## src/grid_max_path_sum_macros.svh

```systemverilog
// Assertion macros shared by the grid path-sum RTL.
// No dependencies; included by the modules that carry assertions.
`ifndef GRID_MAX_PATH_SUM_MACROS_SVH
`define GRID_MAX_PATH_SUM_MACROS_SVH
`ifndef SYNTH
// Same-cycle implication: when ante holds, cons must hold at that edge.
`define GMPS_ASSERT_IMP(lbl, clk, rst, ante, cons) \
  lbl: assert property (@(posedge clk) disable iff (rst) (ante) |-> (cons)) \
    else $error("grid_max_path_sum: same-cycle check failed");
// Next-cycle implication: when ante holds, cons must hold at the next edge.
`define GMPS_ASSERT_NXT(lbl, clk, rst, ante, cons) \
  lbl: assert property (@(posedge clk) disable iff (rst) (ante) |=> (cons)) \
    else $error("grid_max_path_sum: next-cycle check failed");
`else
`define GMPS_ASSERT_IMP(lbl, clk, rst, ante, cons)
`define GMPS_ASSERT_NXT(lbl, clk, rst, ante, cons)
`endif
`endif

```

## src/gmps_pkg.sv

```systemverilog
// Shared types and constants for the grid path-sum block.
// No dependencies; used by the interfaces and every module except gmps_ram.
package gmps_pkg;

  localparam int SUM_BITS   = 32;
  localparam int VALUE_BITS = 18;
  localparam int COLS_BITS  = 11;

  // Best sum into a cell plus its reachable flag.
  typedef struct packed {
    logic                       ok;
    logic signed [SUM_BITS-1:0] sum;
  } sum_t;

  localparam sum_t SUM_NONE = '{ok: 1'b0, sum: '0};

  // Per-cell control for the datapath: which neighbors count and the cell itself.
  typedef struct packed {
    logic                         top_left;
    logic                         has_left;
    logic                         has_up;
    logic                         blocked;
    logic signed [VALUE_BITS-1:0] value;
  } cell_ctl_t;

endpackage

```

## src/gmps_cell.sv

```systemverilog
// Per-cell datapath: best of the reachable neighbors plus the cell value, saturated.
// Depends on gmps_pkg for sum_t and cell_ctl_t.
module gmps_cell (
  input  gmps_pkg::cell_ctl_t ctl,
  input  gmps_pkg::sum_t      left,
  input  gmps_pkg::sum_t      up,
  input  gmps_pkg::sum_t      diag,
  output gmps_pkg::sum_t      res
);

  localparam int WIDE = gmps_pkg::SUM_BITS + 1;
  localparam logic signed [gmps_pkg::SUM_BITS-1:0] SUM_MIN =
    {1'b1, {(gmps_pkg::SUM_BITS-1){1'b0}}};
  localparam logic signed [gmps_pkg::SUM_BITS-1:0] SUM_MAX =
    {1'b0, {(gmps_pkg::SUM_BITS-1){1'b1}}};

  gmps_pkg::sum_t         best;
  logic signed [WIDE-1:0] wide;

  // Pick the largest reachable predecessor; the top-left cell starts a path at zero.
  always_comb begin
    best = gmps_pkg::SUM_NONE;
    if (ctl.top_left) begin
      best.ok = 1'b1;
    end else begin
      if (ctl.has_left && left.ok) begin
        best = left;
      end
      if (ctl.has_up && up.ok && (!best.ok || up.sum > best.sum)) begin
        best = up;
      end
      if (ctl.has_up && ctl.has_left && diag.ok && (!best.ok || diag.sum > best.sum)) begin
        best = diag;
      end
    end
  end

  // Add the cell value with one guard bit and clamp on overflow.
  assign wide = WIDE'(best.sum) + WIDE'(ctl.value);

  always_comb begin
    res = gmps_pkg::SUM_NONE;
    if (!ctl.blocked && best.ok) begin
      res.ok = 1'b1;
      if (wide[WIDE-1] != wide[WIDE-2]) begin
        res.sum = wide[WIDE-1] ? SUM_MIN : SUM_MAX;
      end else begin
        res.sum = wide[WIDE-2:0];
      end
    end
  end

endmodule

```

## config.mk

```make
export PLATFORM = sky130hd
export DESIGN_NAME = gmps_cell
export DESIGN_NICKNAME = d
export VERILOG_FILES = /design/src/grid_max_path_sum_macros.svh /design/src/gmps_pkg.sv /design/src/gmps_cell.sv
export SDC_FILE = /design/constraint.sdc
export NUM_CORES = 1
export LEC_CHECK = 0
export BUFFER_PORTS_ARGS = -buffer_cell sky130_fd_sc_hd__buf_2
export CORE_UTILIZATION = 30
export DETAILED_ROUTE_END_ITERATION = 6
export PLACE_DENSITY_LB_ADDON = 0.05
export SYNTH_ARGS = -nofsm -noshare
export SYNTH_HDL_FRONTEND = slang
export SYNTH_SLANG_ARGS = --single-unit
```

## constraint.sdc

```tcl
create_clock -name vclk -period 11.4
set_input_delay 0.57 -clock vclk [all_inputs]
set_output_delay 0.57 -clock vclk [all_outputs]
set_load 0.01 [all_outputs]
```

### Word-level counts from Yosys, hierarchy flattened

Cells that the tools add are included.

| storage, ports and cells | value |
|---|---|
| ROM bits | 0 |
| register bits after elaboration | 0 |
| bits in writable memories | 0 |
| logic and storage cells | 26 |
| bits in latches | 0 |
| bits of input ports | 121 |
| memories kept | 0 |
| output and inout bits | 33 |

| cells by class | value |
|---|---|
| equality and inequality tests | 1 |
| reductions and logical operators | 12 |
| shift-type cells | 0 |
| order comparisons | 2 |
| div/mod/pow operators | 0 |
| bitwise logic cells | 0 |
| $add $sub $neg | 1 |
| multiplexer cells | 10 |
| multiply operators | 0 |

Operator list:

| cell | count |
|---|---|
| 33-bit two-way mux | 6 |
| 32-bit two-way mux | 3 |
| 32-bit greater-than comparator | 2 |
| 32-bit by 18-bit adder with 33-bit output | 1 |
| 1-bit logical AND | 7 |
| 1-bit zero test | 3 |
| 1-bit logical OR | 2 |
| 1-bit two-way mux | 1 |
| 1-bit inequality test | 1 |

### Logic depth before layout (Yosys ltp)

| depth | value |
|---|---|
| depth after elaboration | 17 |
| gate-level depth with buffers | 39 |
| depth with buffers taken out | 32 |

### Least setup slack after synthesis

Ideal clock, no wire load.

| timing | value |
|---|---|
| path kind | in2out |
| start point | input ctl[20] in the netlist's numbering |
| end point | output res[10] in the netlist's numbering |
| data arrival time | 8.591 ns |
| slack | 2.239 ns |
| path buffers | 7 |
| data required time | 10.830 ns |
| cell stages on the path | 38 |
| cell sequence | and2_1 > clkbuf_1 > buf_1 > nand2_1 > ha_1 > nand3_1 > or3_1 > or3_1 > a31oi_2 > nor4_1 > a211oi_4 > buf_6 > buf_4 > a22oi_1 > ha_1 > a21oi_1 > o21ai_0 > and2_0 > [2 not listed] > nor3_1 > buf_2 > a221oi_1 > nor3_1 > ha_1 > nand3_1 > o22a_1 > a211oi_1 > o211a_1 > o21a_1 > a221o_1 > mux2i_1 > and3_1 > ha_1 > clkbuf_1 > a21boi_1 > clkbuf_1 > o21a_1 |

RTL lines:

| what | line | source |
|---|---|---|
| start, declared | gmps_cell.sv:4 | `input gmps_pkg::cell_ctl_t ctl,` |
| end, declared | gmps_cell.sv:8 | `output gmps_pkg::sum_t res` |

==> impl_metrics.env <==
export IMPL_outcome="finished with violations"
export IMPL_violations="DRC"
export IMPL_die_h_um=126
export IMPL_cellLeakagePower_nw=2.45
export IMPL_crit_slowest_cell="nor4_1"
export IMPL_ios=154
export IMPL_placed_cells=951
export IMPL_io_buffers=154
export IMPL_dieArea_um2=15800
export IMPL_ys_seq_area_share_pct=0
export IMPL_yosys_warnings=0
export IMPL_wl_um=17700
export IMPL_routabilityCongestion=0.907
export IMPL_rsz0062_at_grt="false"
export IMPL_drtPass1Iterations=7
export IMPL_synth_xor_area_share_pct=4.96
export IMPL_min_period_ps=10370
export IMPL_hold_viol_final=0
export IMPL_syn_avg_cell_area_um2=7.15
export IMPL_seq_cells=0
export IMPL_tns_ps=0
export IMPL_stdcell_count=952
export IMPL_area_sequential_um2=0
export IMPL_critPathRequiredTime_ps=10830
export IMPL_netlist_area_leader_share_pct=26.7
export IMPL_initial_core_util_pct=31.1
export IMPL_setup_ws_ps=1030
export IMPL_path_common_cell="ha_1"
export IMPL_muxShareOfSynthArea_pct=0.436
export IMPL_setup_violations=0
export IMPL_nClkBuffers=0
export IMPL_relSlewSlack_pct=28.4
export IMPL_synth_fa_ha_area_share_pct=27.2
export IMPL_yosysMostFrequentCell="ha_1"
export IMPL_netlist_area_um2=4590
export IMPL_synth_cell_types=57
export IMPL_syn2layout_area_growth_pct=20.8
export IMPL_drv_slew=0
export IMPL_grt_start_max_net_pins=49
export IMPL_syn_num_nets=862
export IMPL_via_count=5632
export IMPL_synthTopCellsByArea="ha_1, a21oi_1, o21a_1"
export IMPL_drc=8
export IMPL_drt_iter0_markers=449
export IMPL_synthCells=642
export IMPL_crit_fanout=31
export IMPL_drt_wirelength_per_cell_um=18.6
export IMPL_cp_arrival_ps=9800
export IMPL_postPlaceCellArea_um2=5520
export IMPL_endpoint_kind="output pin"
export IMPL_rows=44
export IMPL_setup_worst_path_start_class="input pin"
export IMPL_layout_worst_path_cycle_share_pct=91.0
export IMPL_num_antenna_cells=0
export IMPL_place_ws_ps=757
export IMPL_cp_slowest_stage_delay_ps=720
export IMPL_layout_nets=990
export IMPL_synth_common_cells="ha_1, a21oi_1, nand2_1"
export IMPL_worst_slew_pin_slew_ps=1070
export IMPL_critical_path_class="in -> out"
export IMPL_viasPerCell=5.92
export IMPL_maxCapViolCount=0
export IMPL_antenna_found_initial=0
export IMPL_synth_compound_area_share_pct=36.9
export IMPL_holdWs_ps=1480
export IMPL_grt_overflow_total=0
export IMPL_grt_first_pass_wirelength_um=27500
export IMPL_detail_route_antenna_nets=0
export IMPL_peakVddDrop_v=0.0000284
export IMPL_fmax_mhz=96.4
export IMPL_fp_dieW_um=126
export IMPL_p_per_area_nw_per_um2=58.2
export IMPL_yosysTopAreaCell="ha_1"
export IMPL_core_um2=14800
export IMPL_synthSimpleGateAreaFrac_pct=25.1
export IMPL_synth_top_family_by_area="compound AO/OA/AOI/OAI gates"
export IMPL_postCtsSetupBuffers=0
export IMPL_grt_use_total_pct=21.5
export IMPL_drive_above_1_share_pct=24.3
export IMPL_worstHoldPathType="in -> out"
export IMPL_first_global_vias=5281
export IMPL_dpl_hpwl_um=14700
export IMPL_stdcell_area_um2=5540
export IMPL_cts_hold_buf=0
-- critical path: cells and delay by family --
| family | cells | cell delay (ps) |
|---|---|---|
| AO/OA/AOI/OAI | 14 | 3770 |
| AND/OR/NAND/NOR | 11 | 2740 |
| adder cells (fa/ha/maj) | 4 | 1300 |
| buffers and inverters | 5 | 1210 |
| multiplexers | 1 | 140 |
-- cells by family (layout without fill, tap and decap cells) --
group,after synthesis,count (layout)
AOI/OAI and AO/OA,240,241
adders and majority gates,99,99
and+or+nand+nor,222,222
buffers and inverters,53,178
muxes,2,2
xor gates and xnor gates,26,26
-- repair_timing --
item                                    CTS  global route
hold endpoints to repair                  0             0
resized for setup                         0             1
endpoints found under the setup margin    0            31
-- stage by stage --
step | power, mW | utilization [%]
detailed placement | 0.319 | 37.4
global placement | 0.315 | 37.4
global route | 0.357 | 37.6
CTS | 0.321 | 37.4
finish | 0.322 | 37.6
floorplan | 0.209 | -
-- layer usage --
layer,vias to the layer above,track usage [%],wire [µm]
li1,2805,-,-
met1,2625,31.1,8770
met2,186,35.6,7910
met3,16,0.850,737
met4,0,4.16,323
met5,-,0,0
-- placed cells by master, fill, tap and decap left out, types with 26 or more instances in the layout --
cell type	netlist	routed
buf_2	10	154
ha_1	98	98
nand2_1	59	59
a21oi_1	59	59
nor3_1	41	40
o21a_1	36	36
nor4_1	34	34
a22oi_1	31	31
o21ai_0	27	27
a221oi_1	26	26
-- where the power goes --
group | internal [mW] | switching (mW)
clock | 0 | 0
combinational | 0.134 | 0.189
sequential | 0 | 0
total | 0.134 | 0.189
-- final timing paths --
kind | start | end | slack (ps) | depth (start not counted)
max | ctl[20] | res[26] | 1030 | 35
min | ctl[18] | res[32] | 1480 | 3
-- area by class of cell --
class,instances,area [µm²]
fill,1627,9210
inverter,10,37.5
multi-input combinational,590,4390
tap,184,230
timing repair buffer,168,888
Note: power is estimated with default switching activity, not from simulation.
